$ cat config.mk
export PLATFORM = sky130hd
export DESIGN_NAME = encoder_detent_stepper_top_flat
export DESIGN_NICKNAME = d
export VERILOG_FILES = /design/src/rtl/eds_pkg.sv /design/src/rtl/eds_if.sv /design/src/rtl/eds_lane.sv /design/src/rtl/encoder_detent_stepper_top.sv /design/src/flat_wrapper.sv
export SDC_FILE = /design/constraint.sdc
export NUM_CORES = 1
export LEC_CHECK = 0
export BUFFER_PORTS_ARGS = -buffer_cell sky130_fd_sc_hd__buf_2
export CAP_MARGIN = 20
export CORE_MARGIN = 2
export CORE_UTILIZATION = 57
export CTS_CLUSTER_DIAMETER = 80
export DETAILED_ROUTE_END_ITERATION = 8
export PLACE_DENSITY = 0.78
export RECOVER_POWER = 100
export SLEW_MARGIN = 20
export SYNTH_ARGS = -nofsm -noshare
export SYNTH_HDL_FRONTEND = slang
export SYNTH_SLANG_ARGS = --single-unit
$ cat constraint.sdc
create_clock -name clock -period 12.02 [get_ports clock]
set_input_delay 1.202 -clock clock [delete_from_list [all_inputs] [get_ports clock]]
set_output_delay 1.202 -clock clock [all_outputs]
set_load 0.005 [all_outputs]
$ cat src/rtl/eds_pkg.sv
// ----------------------------------------------------------------------------
// eds_pkg
// Shared types and constants of the encoder detent stepper.
// ----------------------------------------------------------------------------
package eds_pkg;

   localparam int MAX_LANES = 2;

   localparam int COUNT_W   = 32;
   localparam int TIME_W    = 16;
   localparam int PEND_W    = 7;
   localparam int TPS_W     = 4;
   localparam int LIMIT_W   = 6;
   localparam int CSR_IDX_W = 2;
   localparam int CSR_DAT_W = 16;

   localparam logic [TPS_W-1:0]   TPS_RESET      = 4'd4;
   localparam logic [LIMIT_W-1:0] LIMIT_RESET    = 6'd12;
   localparam logic [TIME_W-1:0]  DEBOUNCE_RESET = 16'd2000;

   typedef enum logic [CSR_IDX_W-1:0] {
      CSR_TPS      = 2'd0,
      CSR_LIMIT    = 2'd1,
      CSR_DEBOUNCE = 2'd2
   } csr_index_type;

   typedef struct packed {
      logic [TPS_W-1:0]   tps;
      logic [LIMIT_W-1:0] limit;
      logic [TIME_W-1:0]  debounce;
   } cfg_type;

   typedef struct packed {
      logic update;
      logic prime;
      logic up_take;
      logic down_take;
   } lane_ctl_type;

   typedef struct packed {
      logic              up_ok;
      logic              down_ok;
      logic [PEND_W-1:0] pend_out;
   } lane_sts_type;

endpackage

$ cat src/rtl/eds_if.sv
// ----------------------------------------------------------------------------
// eds_if
// Request, response and register write channels of the encoder detent stepper.
// ----------------------------------------------------------------------------
interface eds_req_if;
   logic               valid;
   logic               ready;
   logic signed [31:0] count_a;
   logic signed [31:0] count_b;
   logic [15:0]        elapsed_us;
   logic               ask_up;
   logic               ask_down;

   modport source (output valid, count_a, count_b, elapsed_us, ask_up, ask_down,
                   input ready);
   modport sink   (input valid, count_a, count_b, elapsed_us, ask_up, ask_down,
                   output ready);
endinterface

interface eds_rsp_if;
   logic              valid;
   logic              ready;
   logic              step_up;
   logic              step_down;
   logic signed [6:0] pending_a_out;
   logic signed [6:0] pending_b_out;

   modport source (output valid, step_up, step_down, pending_a_out, pending_b_out,
                   input ready);
   modport sink   (input valid, step_up, step_down, pending_a_out, pending_b_out,
                   output ready);
endinterface

interface eds_csr_if;
   logic        valid;
   logic        ready;
   logic [1:0]  index;
   logic [15:0] data;

   modport source (output valid, index, data, input ready);
   modport sink   (input valid, index, data, output ready);
endinterface

$ cat src/rtl/eds_lane.sv
// ----------------------------------------------------------------------------
// eds_lane
// One encoder: count delta, clamped pending sum, debounce timer, step checks.
// ----------------------------------------------------------------------------
module eds_lane (
   input  logic                 clock,
   input  logic                 reset,
   input  eds_pkg::lane_ctl_type ctl,
   input  eds_pkg::cfg_type     cfg,
   input  logic [31:0]          count,
   input  logic [15:0]          elapsed_us,
   output eds_pkg::lane_sts_type sts
);
   import eds_pkg::*;

   logic [COUNT_W-1:0]       last_count_ff;
   logic [PEND_W-1:0]        pending_ff, pending_in;
   logic [TIME_W-1:0]        since_ff, since_in;

   logic [TIME_W:0]          time_sum;
   logic [TIME_W-1:0]        time_add, time_up;
   logic [COUNT_W-1:0]       delta;
   logic signed [COUNT_W:0]  sum, lim, lim_neg;
   logic [PEND_W-1:0]        pend_clamp, pend_up, pend_down, tps7;
   logic signed [PEND_W:0]   tps8, pend_clamp8, pend_up8;

   always_comb begin
      time_sum = {1'b0, since_ff} + {1'b0, elapsed_us};
      time_add = time_sum[TIME_W] ? {TIME_W{1'b1}} : time_sum[TIME_W-1:0];

      delta   = last_count_ff - count;
      sum     = $signed({{(COUNT_W + 1 - PEND_W){pending_ff[PEND_W-1]}}, pending_ff})
              + $signed({delta[COUNT_W-1], delta});
      lim     = $signed({{(COUNT_W + 1 - LIMIT_W){1'b0}}, cfg.limit});
      lim_neg = -lim;
      if (sum > lim) begin
         pend_clamp = lim[PEND_W-1:0];
      end else if (sum < lim_neg) begin
         pend_clamp = lim_neg[PEND_W-1:0];
      end else begin
         pend_clamp = sum[PEND_W-1:0];
      end

      tps7        = {{(PEND_W - TPS_W){1'b0}}, cfg.tps};
      tps8        = $signed({1'b0, tps7});
      pend_clamp8 = $signed({pend_clamp[PEND_W-1], pend_clamp});

      sts.up_ok = (time_add >= cfg.debounce) && (pend_clamp8 >= tps8);

      pend_up  = ctl.up_take ? pend_clamp - tps7 : pend_clamp;
      time_up  = ctl.up_take ? '0 : time_add;
      pend_up8 = $signed({pend_up[PEND_W-1], pend_up});

      sts.down_ok = (time_up >= cfg.debounce) && (pend_up8 <= -tps8);

      pend_down = ctl.down_take ? pend_up + tps7 : pend_up;

      if (ctl.prime) begin
         pending_in = pending_ff;
         since_in   = since_ff;
      end else begin
         pending_in = pend_down;
         since_in   = ctl.down_take ? '0 : time_up;
      end
      sts.pend_out = pending_in;
   end

   always_ff @(posedge clock) begin
      if (ctl.update) begin
         last_count_ff <= count;
      end
   end

   always_ff @(posedge clock) begin
      if (reset) begin
         pending_ff <= '0;
         since_ff   <= '0;
      end else if (ctl.update) begin
         pending_ff <= pending_in;
         since_ff   <= since_in;
      end
   end

endmodule

$ cat src/rtl/encoder_detent_stepper_top.sv
// ----------------------------------------------------------------------------
// encoder_detent_stepper_top
// Turns raw quadrature counts into debounced up and down menu steps.
// ----------------------------------------------------------------------------
// Usage:
//   req carries one frame: counts of encoders A and B, microseconds since the
//   previous frame, and up and down step asks. rsp returns one result per
//   frame: step_up, step_down and both pending sums after the frame.
//   csr writes transitions_per_step (index 0), pending_limit (index 1) and
//   step_debounce_us (index 2); other indexes are ignored. csr is always
//   ready; write it only while no frame is in flight.
// Timing:
//   A request is taken into an input register, processed in one pass of
//   short logic and lands in the response register, which raises rsp valid.
//   One request per cycle is sustained while rsp is taken; the input
//   register and the response register are the only pipeline stages.
// Reset:
//   Clears both stages, the sums, the timers and the registers to their
//   defaults. The first frame after reset only loads the counts.
// Stall:
//   While rsp is held, one more request is taken into the input register,
//   then req.ready drops until the response is taken.
// ----------------------------------------------------------------------------
module encoder_detent_stepper_top #(
   parameter int NUM_ENCODERS = 2
) (
   input  logic clock,
   input  logic reset,
   eds_req_if.sink   req,
   eds_rsp_if.source rsp,
   eds_csr_if.sink   csr
);
   import eds_pkg::*;

   cfg_type            cfg_ff;

   logic               req_valid_ff;
   logic [COUNT_W-1:0] count_a_ff, count_b_ff;
   logic [TIME_W-1:0]  elapsed_ff;
   logic               ask_up_ff, ask_down_ff;

   logic               primed_ff;

   logic               rsp_valid_ff;
   logic               step_up_ff, step_down_ff;
   logic [PEND_W-1:0]  pend_a_ff, pend_b_ff;

   logic               advance;
   logic               up_found, down_found;
   logic [COUNT_W-1:0] lane_count [MAX_LANES];
   lane_ctl_type       lane_ctl   [MAX_LANES];
   lane_sts_type       lane_sts   [MAX_LANES];
   logic [MAX_LANES-1:0] up_take, down_take;

   assign advance   = req_valid_ff && (!rsp_valid_ff || rsp.ready);
   assign req.ready = !req_valid_ff || advance;
   assign csr.ready = 1'b1;

   assign lane_count[0] = count_a_ff;
   assign lane_count[1] = count_b_ff;

   always_comb begin
      up_take    = '0;
      down_take  = '0;
      up_found   = 1'b0;
      down_found = 1'b0;
      for (int i = 0; i < MAX_LANES; i++) begin
         if (!up_found && primed_ff && ask_up_ff && lane_sts[i].up_ok) begin
            up_take[i] = 1'b1;
            up_found   = 1'b1;
         end
      end
      for (int i = 0; i < MAX_LANES; i++) begin
         if (!down_found && primed_ff && ask_down_ff && lane_sts[i].down_ok) begin
            down_take[i] = 1'b1;
            down_found   = 1'b1;
         end
      end
   end

   for (genvar g = 0; g < MAX_LANES; g++) begin : g_lane
      if (g < NUM_ENCODERS) begin : g_on
         always_comb begin
            lane_ctl[g].update    = advance;
            lane_ctl[g].prime     = !primed_ff;
            lane_ctl[g].up_take   = up_take[g];
            lane_ctl[g].down_take = down_take[g];
         end

         eds_lane u_lane (
            .clock      (clock),
            .reset      (reset),
            .ctl        (lane_ctl[g]),
            .cfg        (cfg_ff),
            .count      (lane_count[g]),
            .elapsed_us (elapsed_ff),
            .sts        (lane_sts[g])
         );
      end else begin : g_off
         assign lane_ctl[g] = '0;
         assign lane_sts[g] = '0;
      end
   end

   always_ff @(posedge clock) begin
      if (reset) begin
         cfg_ff.tps      <= TPS_RESET;
         cfg_ff.limit    <= LIMIT_RESET;
         cfg_ff.debounce <= DEBOUNCE_RESET;
      end else if (csr.valid) begin
         case (csr.index)
            CSR_TPS:      cfg_ff.tps      <= csr.data[TPS_W-1:0];
            CSR_LIMIT:    cfg_ff.limit    <= csr.data[LIMIT_W-1:0];
            CSR_DEBOUNCE: cfg_ff.debounce <= csr.data[TIME_W-1:0];
            default:      cfg_ff          <= cfg_ff;
         endcase
      end
   end

   always_ff @(posedge clock) begin
      if (reset) begin
         req_valid_ff <= 1'b0;
         rsp_valid_ff <= 1'b0;
         primed_ff    <= 1'b0;
      end else begin
         if (req.ready) begin
            req_valid_ff <= req.valid;
         end
         if (advance) begin
            rsp_valid_ff <= 1'b1;
            primed_ff    <= 1'b1;
         end else if (rsp.ready) begin
            rsp_valid_ff <= 1'b0;
         end
      end
   end

   always_ff @(posedge clock) begin
      if (req.valid && req.ready) begin
         count_a_ff  <= req.count_a;
         count_b_ff  <= req.count_b;
         elapsed_ff  <= req.elapsed_us;
         ask_up_ff   <= req.ask_up;
         ask_down_ff <= req.ask_down;
      end
      if (advance) begin
         step_up_ff   <= |up_take;
         step_down_ff <= |down_take;
         pend_a_ff    <= lane_sts[0].pend_out;
         pend_b_ff    <= lane_sts[1].pend_out;
      end
   end

   assign rsp.valid         = rsp_valid_ff;
   assign rsp.step_up       = step_up_ff;
   assign rsp.step_down     = step_down_ff;
   assign rsp.pending_a_out = pend_a_ff;
   assign rsp.pending_b_out = pend_b_ff;

endmodule
$ cat src/flat_wrapper.sv
// flat-port wrapper written by rule: the top's interface ports become plain ports
module encoder_detent_stepper_top_flat import eds_pkg::*;
#(
   parameter int NUM_ENCODERS = 2
)
  (clock, reset, req_valid, req_count_a, req_count_b, req_elapsed_us, req_ask_up, req_ask_down, req_ready, rsp_valid, rsp_step_up, rsp_step_down, rsp_pending_a_out, rsp_pending_b_out, rsp_ready, csr_valid, csr_index, csr_data, csr_ready);
  eds_req_if req_i ();
  eds_rsp_if rsp_i ();
  eds_csr_if csr_i ();
  input  logic clock;
  input  logic reset;
  input wire logic [$bits(req_i.valid)-1:0] req_valid;
  input wire logic [$bits(req_i.count_a)-1:0] req_count_a;
  input wire logic [$bits(req_i.count_b)-1:0] req_count_b;
  input wire logic [$bits(req_i.elapsed_us)-1:0] req_elapsed_us;
  input wire logic [$bits(req_i.ask_up)-1:0] req_ask_up;
  input wire logic [$bits(req_i.ask_down)-1:0] req_ask_down;
  output wire logic [$bits(req_i.ready)-1:0] req_ready;
  output wire logic [$bits(rsp_i.valid)-1:0] rsp_valid;
  output wire logic [$bits(rsp_i.step_up)-1:0] rsp_step_up;
  output wire logic [$bits(rsp_i.step_down)-1:0] rsp_step_down;
  output wire logic [$bits(rsp_i.pending_a_out)-1:0] rsp_pending_a_out;
  output wire logic [$bits(rsp_i.pending_b_out)-1:0] rsp_pending_b_out;
  input wire logic [$bits(rsp_i.ready)-1:0] rsp_ready;
  input wire logic [$bits(csr_i.valid)-1:0] csr_valid;
  input wire logic [$bits(csr_i.index)-1:0] csr_index;
  input wire logic [$bits(csr_i.data)-1:0] csr_data;
  output wire logic [$bits(csr_i.ready)-1:0] csr_ready;
  assign req_i.valid = req_valid;
  assign req_i.count_a = req_count_a;
  assign req_i.count_b = req_count_b;
  assign req_i.elapsed_us = req_elapsed_us;
  assign req_i.ask_up = req_ask_up;
  assign req_i.ask_down = req_ask_down;
  assign req_ready = req_i.ready;
  assign rsp_valid = rsp_i.valid;
  assign rsp_step_up = rsp_i.step_up;
  assign rsp_step_down = rsp_i.step_down;
  assign rsp_pending_a_out = rsp_i.pending_a_out;
  assign rsp_pending_b_out = rsp_i.pending_b_out;
  assign rsp_i.ready = rsp_ready;
  assign csr_i.valid = csr_valid;
  assign csr_i.index = csr_index;
  assign csr_i.data = csr_data;
  assign csr_ready = csr_i.ready;
  encoder_detent_stepper_top #(.NUM_ENCODERS(NUM_ENCODERS)) u_core (.clock(clock), .reset(reset), .req(req_i), .rsp(rsp_i), .csr(csr_i));
endmodule
Word level (Yosys, flattened, before mapping). Cells that the tools add are included.

$add $sub $neg: 12. Order comparisons: 12. Equality and inequality tests: 2. Mux-type cells: 22. Reductions and logical operators: 30.

Operators with widths (count): two-way mux 16 bit (6); two-way mux 7 bit (10); adder 7 x 32 -> 33 bit (2); > comparator 33 x 7 -> 1 bit (2); < comparator 33 bit (2); >= comparator 16 bit (4); subtractor 32 bit (2); adder 16 x 16 -> 17 bit (2); negator 6 -> 33 bit (1); <= comparator 7 x 8 -> 1 bit (2); logical AND 1 bit (16); adder 7 x 4 -> 7 bit (2); >= comparator 7 x 5 -> 1 bit (2); subtractor 7 x 4 -> 7 bit (2); negator 4 -> 8 bit (1); AND reduction 2 bit (4); two-way mux 1 bit (6); logical NOT 1 bit (4); OR reduction 2 bit (2); equality test 2 x 1 -> 1 bit (second input constant) (1); equality test 2 bit (second input constant) (1); logical NOT 2 bit (1); logical OR 1 bit (2); nonzero test 2 bit (1).

Flip-flop bits (word level): 237. Input bits: 105. Output and inout port bits: 19. Word-level logic and storage cells: 99.

Logic depth before layout (Yosys ltp). Gate-level depths: netlist of the first run.

Word-level depth: 21. Depth in mapped cells: 67. Mapped depth without buffers: 63.

By module. Synthesis of the first run repeated with hierarchy kept, for this count alone.

Cells, all modules: 2518. Area total of the unflattened synthesis: 21991.1 um2.

By module, submodules not included: eds_lane at u_core.g_lane[0].g_on.u_lane (instances 1, cells each 1191, area each 9185.1 um2, seq. area each 1421.4 um2); eds_lane at u_core.g_lane[1].g_on.u_lane (instances 1, cells each 1094, area each 8695.8 um2, seq. area each 1421.4 um2); encoder_detent_stepper_top (instances 1, cells each 233, area each 4110.2 um2, seq. area each 3523.4 um2).

Worst setup path after synthesis of the first run. Ideal clock, no wire load.

Path kind: register to register. Start: register u_core.g_lane[0].g_on.u_lane.last_count_ff[2]. End: register u_core.pend_b_ff[4] (netlist: u_core.rsp.pending_b_out[4]), data pin. Setup time: 0.260 ns. Arrival time: 12.414 ns. Required time: 11.760 ns. Slack: -0.654 ns. Stages on the path, launching flop included: 61. Path buffers: 4. Clock period less this slack: 12.674 ns. Cell sequence: edfxtp_1 -> ha_1 -> nor2b_1 -> o21ai_0 -> a21boi_0 -> o21ai_0 -> a21oi_1 -> a221o_1 -> a2111oi_0 -> o31ai_1 -> o41a_1 -> a21oi_1 -> o2111a_1 -> nor3_1 -> a21oi_1 -> xnor2_1 -> ha_1 -> clkbuf_1 -> (+25 left out) -> buf_6 -> buf_6 -> or2_2 -> ha_1 -> nand2b_1 -> a21o_1 -> a21o_1 -> a21o_1 -> a21o_1 -> a21o_1 -> a21o_1 -> a211oi_1 -> o211ai_1 -> a311o_1 -> clkbuf_1 -> or2_2 -> xor3_1 -> mux2_2.

Longest elaborated chain between the ends: 21. Elaborated cells on any way between the ends: 36. Those cells by class: add/sub: 4; order compare: 7; mux: 12; reduce/logical: 13.

Ends and longest elaborated chain: start, declared (line eds_lane.sv:16) `logic [COUNT_W-1:0] last_count_ff;`; start signal, assigned (line eds_lane.sv:70) `last_count_ff <= count;`; subtractor 32 bit (*) (line eds_lane.sv:31) `delta = last_count_ff - count;`; adder 7 x 32 -> 33 bit (*) (line eds_lane.sv:33) `+ $signed({delta[COUNT_W-1], delta});`; < comparator 33 bit (line eds_lane.sv:38) `end else if (sum < lim_neg) begin`; two-way mux 7 bit (line eds_lane.sv:38); two-way mux 7 bit (*) (line eds_lane.sv:36) `if (sum > lim) begin`; >= comparator 7 x 5 -> 1 bit (line eds_lane.sv:48) `sts.up_ok = (time_add >= cfg.debounce) && (pend_clamp8 >= tps8);`; logical AND 1 bit (line eds_lane.sv:48); logical AND 1 bit (line encoder_detent_stepper_top.sv:68) `if (!up_found && primed_ff && ask_up_ff && lane_sts[i].up_ok) begin`; (+6 left out); logical NOT 1 bit (tied with other cells) (line encoder_detent_stepper_top.sv:74) `if (!down_found && primed_ff && ask_down_ff && lane_sts[i].down_ok) begin`; logical AND 1 bit (tied with other cells) (line encoder_detent_stepper_top.sv:74); logical AND 1 bit, on equally long branches (line encoder_detent_stepper_top.sv:74, eds_lane.sv:54); logical AND 1 bit (line encoder_detent_stepper_top.sv:74); two-way mux 1 bit (line encoder_detent_stepper_top.sv:74); two-way mux 7 bit (*) (line eds_lane.sv:56) `pend_down = ctl.down_take ? pend_up + tps7 : pend_up;`; two-way mux 7 bit (*) (line eds_lane.sv:58) `if (ctl.prime) begin`; via u_core.g_lane[1].g_on.u_lane.pending_in[4] (line eds_lane.sv:17) `logic [PEND_W-1:0] pending_ff, pending_in;`; end signal, assigned (line encoder_detent_stepper_top.sv:150) `pend_b_ff <= lane_sts[1].pend_out;`; end, declared (line encoder_detent_stepper_top.sv:46) `logic [PEND_W-1:0] pend_a_ff, pend_b_ff;`.

The timed path passes the listed nets; every way through them passes the cells marked *. A chain may end at the register's enable or synchronous reset.

Final worst setup path of the first run.
Start: register u_core.g_lane[0].g_on.u_lane.last_count_ff[0]. End: register u_core.pend_b_ff[4] (netlist: u_core.rsp.pending_b_out[4]), data pin.

The elaborated chain is that of the path after synthesis.

==> implementation parameters, run 1 <==
Parameter                              Value

STA
  Setup TNS    0 ps
  Fmax achieved    between 80 and 90 MHz
  Remaining max-slew budget at the tightest pin    -0.9914
  Final hold violation count    0
  Post-layout min period    approximately 12000 ps
  Number of max-slew violations in the final report    170
  Measured slew at the worst slew-check pin    ~3000 ps
  Tcrit/Tclk final    0.9597
  Final count of negative-setup-slack endpoints    0
  Worst setup skew after layout    around 11 ps

Die
  Row cnt    between 70 and 80
  Overall die height    ~200 um
  Area of the core    0.03749 sq mm
  Initial Utilization    0.5756
  I/O pin cnt    around 120
  Die width    about 200 um
  Total Die Area    between 0.03 and 0.04 sq mm

GRT
  Largest net degree at the start of global routing    71
  Number of antenna violations at the first check in global routing    1
  Via count of the first global-routing pass    roughly 19000
  GRT Resource Usage Total    0.2826
  Overflow left after global routing    0
  First-pass GRT wire length    just over 90 mm

Power
  Net switching share of the total power    0.3509
  Leakage Power    0.01115 uW
  PwrDens    123.6 mW/mm^2
  VDD IR-drop max    between 0.1 and 0.15 mV
  Switching Power    around 1100 uW
  Internal power    around 2000 uW
  Share of power burned in combinational logic    0.390
  Fraction of power consumed by sequential logic    0.311
  Clock Power Share    0.299

Logic synthesis
  Netlist Area Pre-Place    roughly 0.022 sq mm
  Count of flip-flops with a built-in enable after synthesis    around 160
  Warning count from the yosys run    0
  Number of distinct library cells after synthesis    approximately 100
  Sequential fraction of the synthesis area    0.2950
  Flip-flop and latch count after synthesis    237
  Syn_nets    2860
  Async SR Flop Fraction    0
  Cells after synthesis    approximately 2400
  Commonest register cell after synthesis    edfxtp_1
  Synth Area per Inst    ~9.0 sq um

Clock network
  Maximum level of the CTS H-tree    1
  TritonCTS clock tree    built
  Clock network latency to the later pin of the worst-skew pair    between 500 and 600 ps
  Longest Clk Path Bufs    3
  Hold buffers post-CTS    0
  Clock root buffer    clkbuf_16
  Number of buffers created by CTS    29
  Clock sink count    ~240
  Register clock-pin slew on the reported worst setup and hold paths    60 ps

Place
  Routability congestion estimate    0.9387
  Cell count after placement    3035
  HPWL reported at the end of detailed placement    44.03 mm
  Post-Place Cell Area    roughly 0.023 sq mm
  PortBufs    roughly 120

Critical path
  CP Capture Type    flip-flop
  Most used cell along the critical path    a21o_1
  Worst setup SP type    flip-flop
  Crit path arrival time    around 12000 ps
  Critical path type    flip-flop to flip-flop
  Largest fanout on the critical path    9
  Cell with the biggest individual delay on the critical path    a2111o_1
  Crit path required time    12370 ps
  Crit-path max cell delay    between 400 and 500 ps

Drt
  Average wire length per cell after detail routing    between 15 and 20 um
  DRC violation count after routing    0
  Post-route ant nets    0
  Via count of the routed design    about 19000
  Via/cell ratio    between 6 and 7
  Number of DRC markers after the initial detailed-route iteration    around 1000
  Length of the first detailed-routing pass in iterations    5
  Final wirelength    approximately 57 mm

Cells and area
  Finished Cell Area    0.02451 sq mm
  Non-filler instance count after layout    3107
  Layout cells sized above 1    0.1380
  Net total in the final layout    between 3000 and 4000
  Post-Route Utilization    0.6539
  Synth-to-Final Area Change    13.60%

Run status
  Result of the run    complete, but fails checks
  Violated checks    capacitance limit, slew limit

Job
  Count of maximum capacitance violations    4

Min path
  Hold crit path type    flip-flop to flip-flop
-- cells by family after synthesis --
family / share of synthesized area
other: 0.0001738
and+or+nand+nor: 0.1590
adders and majority gates: 0.2041
xor gates and xnor gates: 0.05335
DFF: 0.2950
muxes: 0.02377
buffers and inverters: 0.04407
AOI/OAI and AO/OA: 0.2205
-- per-stage QoR --
step	total power [uW]	setup slack (ps)	hold slack (ps)
floorplan	1757	43.25	426.4
global placement	2017	13.04	432.6
detailed placement	2056	-155.1	432.5
CTS	2981	0.7976	446.4
global route	3209	-130.7	456.3
finish	3030	484.2	447.0
-- sequential cells by signal, indices dropped and copies added, names as in the netlist --
| signal | cells |
|---|---|
| u_core.g_lane.g_on.u_lane.last_count_ff | 64 |
| u_core.count_a_ff | 32 |
| u_core.count_b_ff | 32 |
| u_core.g_lane.g_on.u_lane.since_ff | 32 |
| u_core.cfg_ff | 26 |
| u_core.elapsed_ff | 16 |
| u_core.g_lane.g_on.u_lane.pending_ff | 14 |
| u_core.rsp.pending_a_out | 7 |
| u_core.rsp.pending_b_out | 7 |
| u_core.ask_down_ff | 1 |
| u_core.ask_up_ff | 1 |
| u_core.primed_ff | 1 |
| u_core.req_valid_ff | 1 |
| u_core.rsp.step_down | 1 |
| u_core.rsp.step_up | 1 |
| u_core.rsp.valid | 1 |
-- power by group through the flow --
stage               combinational [uW]  sequential (uW)  clock (uW)
finish                            1180              943         906
global route                      1310              946         956
CTS                               1120              940         925
detailed placement                1100              957           0
global placement                  1060              955           0
floorplan                          808              950           0
-- cell usage after synthesis (7+ instances only) --
master / n / share of area
mux2i_1: 23 / 0.011
and4_1: 12 / 0.0049
and3_1: 16 / 0.0046
nor4_1: 10 / 0.0029
o2111ai_1: 8 / 0.0032
dfxtp_1: 75 / 0.070
fa_1: 10 / 0.0093
xnor2_1: 80 / 0.032
o21a_1: 30 / 0.010
or4_1: 7 / 0.0024
a22oi_1: 25 / 0.0087
nor2_1: 190 / 0.033
nand4_1: 26 / 0.0075
o21bai_1: 12 / 0.0042
a21o_1: 101 / 0.035
a21oi_1: 213 / 0.049
nand3_1: 56 / 0.013
a211o_1: 14 / 0.0057
ha_1: 336 / 0.19
a31oi_1: 32 / 0.0093
a211oi_1: 24 / 0.0084
nand3b_1: 8 / 0.0028
inv_1: 174 / 0.030
o21ai_0: 126 / 0.029
clkbuf_1: 51 / 0.0089
mux2_2: 16 / 0.0084
nor3b_1: 7 / 0.0024
and2_1: 14 / 0.0041
nand2_1: 157 / 0.027
or3_1: 12 / 0.0035
a21boi_0: 17 / 0.0059
xor2_1: 41 / 0.017
or2_2: 18 / 0.0052
nor3_1: 43 / 0.010
o31ai_1: 14 / 0.0049
edfxtp_1: 162 / 0.23
o211ai_1: 24 / 0.0084
nand2b_1: 46 / 0.013
nor2b_1: 50 / 0.014
a2111oi_0: 7 / 0.0028
-- layout make-up --
class | instances | area, sq um
clock inverters | 18 | 216.5
flip-flops and latches | 237 | 6367
diodes | 1 | 2.502
fillers | 3185 | 12980
multi-input cells | 1934 | 14680
well taps | 511 | 639.4
inverters | 174 | 655.6
clock buffers | 36 | 772.0
repair buffers | 196 | 1179
-- metal layers --
metal	up-vias	wire length (um)	share of wire	global-route usage
li1	9246	-	-	-
met1	8979	24750	0.44	0.3533
met5	-	0	0	0
met4	0	2170	0.038	0.1117
met3	150	2587	0.046	0.03747
met2	508	27280	0.48	0.4934
-- path summary, 6_finish.rpt --
path | start | end | slack [ps] | cells after the start
worst min-delay path | u_core.count_a_ff[26] | u_core.g_lane[0].g_on.u_lane.last_count_ff[26] | 450 | 0
worst min register to register | u_core.count_a_ff[26] | u_core.g_lane[0].g_on.u_lane.last_count_ff[26] | 450 | 0
worst max-delay path | u_core.g_lane[0].g_on.u_lane.last_count_ff[0] | u_core.rsp.pending_b_out[4] | 480 | 60
worst max register to register | u_core.g_lane[0].g_on.u_lane.last_count_ff[0] | u_core.rsp.pending_b_out[4] | 480 | 60
-- worst max-delay path: cells and delay by family (launching register included) --
family                     cells  cell delay [ps]
AOI/OAI and AO/OA             33             6070
adders and majority gates      6             1540
and+or+nand+nor               10             1460
muxes                          3              800
buffers and inverters          6              650
xor gates and xnor gates       2              390
DFF                            1              360
-- repair_timing --
action,CTS,global route
pin swaps,11,42
setup endpoints to repair,25,61
gates resized for setup,12,93
buffers inserted,6,11
-- cells in the final DEF (no fill, tap or decap), types with 41 or more instances in the layout --
master,instances
ha_1,328
buf_4,66
a21oi_1,199
inv_1,172
nor2_1,188
nand2_1,155
edfxtp_1,162
a21o_1,101
xor2_1,41
xnor2_1,80
nand3_1,56
nand2b_1,44
nor2b_1,50
buf_2,107
o21ai_0,107
dfxtp_1,74
Power figures use the tool's default switching activity.
==> inputs of run 2 (changes only) <==
--- a/config.mk
+++ b/config.mk
@@ -7,10 +7,12 @@
 export LEC_CHECK = 0
 export BUFFER_PORTS_ARGS = -buffer_cell sky130_fd_sc_hd__buf_2
 export CAP_MARGIN = 20
+export CORE_ASPECT_RATIO = 1.4
 export CORE_MARGIN = 2
 export CORE_UTILIZATION = 57
 export CTS_CLUSTER_DIAMETER = 80
 export DETAILED_ROUTE_END_ITERATION = 8
+export HOLD_SLACK_MARGIN = 0.15
 export PLACE_DENSITY = 0.78
 export RECOVER_POWER = 100
 export SLEW_MARGIN = 20
==> run 2 against run 1 <==
  * Critical endpoint unchanged
  * Largest power group unchanged
  * Combinational power barely moved
  * Non-clock buffer count fell by 5
  * Sequential share of layout area rose by 0.21 points
  * The flow still finishes with violations (capacitance limit, slew limit)
  * Cell count fell by 1.7%
  * Global-route usage barely moved
  * Critical path depth fell by 2
  * Clock power fell by 14%
  * Clock-buffer cell count fell by 3
==> implementation parameters, run 2 (same netlist as run 1, synthesis figures left out) <==
Parameter                              Value

Critical path
  CP Capture Type    flip-flop (unchanged)
  Largest fanout on the critical path    5 (was 9)
  Reg2Reg Setup Slack    310 ps (was 480 ps)
  Crit path required time    12340 ps (was 12370 ps)
  Critical path type    flip-flop to flip-flop (unchanged)
  Worst Reg-to-Reg Cells    58 (was 60)
  Cell with the biggest individual delay on the critical path    o41a_1 (was a2111o_1)
  Destination of the worst register-to-register timing path    u_core.rsp.pending_b_out[4] (unchanged)
  Cell family with the largest share of critical-path delay    compound AO/OA/AOI/OAI gates (unchanged)
  Most used cell along the critical path    a21oi_2 (was a21o_1)
  Number of buffers and inverters on the critical path    4 (was 6)
  Launch point of the worst reg-to-reg path    u_core.g_lane[0].g_on.u_lane.last_count_ff[0] (unchanged)
  Crit path arrival time    12030 ps (was 11880 ps)
  Crit path from    u_core.g_lane[0].g_on.u_lane.last_count_ff[0] (unchanged)
  Crit-path max cell delay    440 ps (was 430 ps)
  Worst Setup EP    u_core.rsp.pending_b_out[4] (unchanged)
  Worst setup SP type    flip-flop (unchanged)
  Cell depth of the worst setup path    58 (was 60)

STA
  Setup repair after global routing missed its margin    yes
  Worst setup skew after layout    17.64 ps (was 11.46 ps)
  Remaining max-slew budget at the tightest pin    -2.208 (was -0.9914)
  Measured slew at the worst slew-check pin    4812 ps (was 2987 ps)
  Post-layout min period    11710 ps (was 11540 ps)
  Final count of negative-setup-slack endpoints    0 (unchanged)
  Final hold violation count    0 (unchanged)
  Fmax achieved    85.39 MHz (was 86.69 MHz)
  Post-route worst hold slack    445.8 ps (was 447.0 ps)
  Tcrit/Tclk final    0.9743 (was 0.9597)
  Number of max-slew violations in the final report    168 (was 170)

Place
  HPWL reported at the end of detailed placement    44.21 mm (was 44.03 mm)
  PortBufs    122 (unchanged)
  Routability congestion estimate    0.9763 (was 0.9387)

GRT
  GRT Resource Usage Total    0.2825 (was 0.2826)
  Via count of the first global-routing pass    19030 (was 18730)
  First-pass GRT wire length    91.02 mm (was 90.98 mm)
  Overflow left after global routing    0 (unchanged)
  Largest net degree at the start of global routing    83 (was 71)
  Number of antenna violations at the first check in global routing    0 (was 1)

Cells and area
  Commonest cells after routing, fill and taps aside    328 x ha_1, 195 x a21oi_1, 187 x nor2_1 (was 328 x ha_1, 199 x a21oi_1, 188 x nor2_1)
  Number of flip-flops in the largest register    64 (unchanged)
  Largest register by flop count    u_core.g_lane.g_on.u_lane.last_count_ff (unchanged)
  Synth-to-Final Area Change    12.68% (was 13.60%)
  Net total in the final layout    3014 (was 3023)
  Layout cells sized above 1    0.1383 (was 0.1380)
  Most frequent standard cell in the layout excluding fill and tap cells    ha_1 (unchanged)
  Count of inserted antenna diode cells    0 (was 1)

Die
  Area of the core    0.03742 sq mm (was 0.03749 sq mm)
  I/O pin cnt    124 (unchanged)
  Overall die height    234.2 um (was 198.6 um)
  Row cnt    84 (was 71)
  Die width    168.4 um (was 198.6 um)
  Initial Utilization    0.5767 (was 0.5756)
  Total Die Area    0.03945 sq mm (was 0.03943 sq mm)

Run status
  Result of the run    complete, but fails checks (unchanged)
  Violated checks    capacitance limit, slew limit (unchanged)

Drt
  Via/cell ratio    6.140 (was 6.078)
  Top metal layer carrying routed signals    met4 (unchanged)
  Met1 layer wirelength in the final routing    22.01 mm (was 24.75 mm)
  Length of the first detailed-routing pass in iterations    5 (unchanged)
  Via count of the routed design    18750 (was 18880)
  Final wirelength    58.01 mm (was 56.79 mm)
  DRC violation count after routing    0 (unchanged)
  Met2 routed wirelength    30.51 mm (was 27.28 mm)
  Post-route ant nets    0 (unchanged)
  Average wire length per cell after detail routing    19.00 um (was 18.28 um)
  Number of DRC markers after the initial detailed-route iteration    1004 (was 1040)
  Detailed-routed wire length on met3    1.943 mm (was 2.587 mm)

Clock network
  Hold buffers post-CTS    0 (unchanged)
  Clock sink count    237 (unchanged)
  Longest Clk Path Bufs    3 (unchanged)
  Number of buffers created by CTS    25 (was 29)
  Clock network latency to the later pin of the worst-skew pair    560 ps (was 590 ps)
  TritonCTS clock tree    built (unchanged)
  Maximum level of the CTS H-tree    1 (unchanged)
  Clock root buffer    clkbuf_16 (unchanged)
  Register clock-pin slew on the reported worst setup and hold paths    60 ps (about the same)

Min path
  Hold crit path type    flip-flop to flip-flop (unchanged)

Job
  Count of maximum capacitance violations    3 (was 4)

Power
  PwrDens    119.2 mW/mm^2 (was 123.6 mW/mm^2)
  VDD IR-drop max    0.1152 mV (was 0.1073 mV)
  Total power    2898 uW (was 3030 uW)
  Leakage Power    0.01106 uW (was 0.01115 uW)
[run 2: routing by layer]
layer | vias to the layer above | track usage
li1 | 9228 | -
met1 | 8899 | 0.2911
met2 | 428 | 0.5554
met3 | 197 | 0.02616
met4 | 0 | 0.1595
met5 | - | 0
[run 2: stage by stage]
stage	TNS [ps]	area, sq um	setup WS (ps)	instances	utilization
CTS	0	23780	27.09	3038	0.6356
global route	-4524	24310	-264.7	3054	0.6498
detailed placement	-351.6	22930	-128.2	2991	0.6128
global placement	0	22930	60.53	2991	0.6128
finish	0	24310	309.5	3054	0.6498
floorplan	0	21600	43.25	2409	-
[run 2: area by class of cell]
| type | count | area, sq um |
|---|---|---|
| clock buffers | 33 | 675.6 |
| inverters | 174 | 653.1 |
| fillers | 3156 | 13100 |
| clock inverters | 12 | 126.4 |
| flip-flops and latches | 237 | 6367 |
| well taps | 473 | 591.8 |
| repair buffers | 191 | 1176 |
| multi-input cells | 1934 | 14720 |
[run 2: worst min-delay path by stage]
stage	end	slack [ps]	cells past startpoint	startpoint
detailed placement	u_core.g_lane[1].g_on.u_lane.last_count_ff[17]	440	0	u_core.count_b_ff[17]
finish	u_core.g_lane[1].g_on.u_lane.last_count_ff[17]	450	0	u_core.count_b_ff[17]
floorplan	u_core.g_lane[0].g_on.u_lane.last_count_ff[10]	430	0	u_core.count_a_ff[10]
global route	u_core.g_lane[1].g_on.u_lane.last_count_ff[8]	460	0	u_core.count_b_ff[8]
CTS	u_core.g_lane[1].g_on.u_lane.last_count_ff[17]	450	0	u_core.count_b_ff[17]
global placement	u_core.g_lane[0].g_on.u_lane.last_count_ff[13]	430	0	u_core.count_a_ff[13]
[run 2: what timing repair did]
item / in CTS / in global routing
endpoints found under the setup margin: 22 / 61
pin swaps: 6 / 78
gates cloned: 0 / 1
resized for setup: 10 / 107
buffers inserted: 2 / 15
[run 2: where the power goes]
group | switching [uW] | internal (uW) | total, uW
combinational | 678 | 501 | 1180
sequential | 25.4 | 919 | 944
clock | 335 | 440 | 775
total | 1040 | 1860 | 2900
[run 2: worst register-to-register path, delay by kind of cell (launching register included)]
family	cells	cell delay [ps]
muxes	3	850
xor gates and xnor gates	2	360
AOI/OAI and AO/OA	30	5920
adders and majority gates	6	1510
and+or+nand+nor	13	2010
buffers and inverters	4	460
DFF	1	360
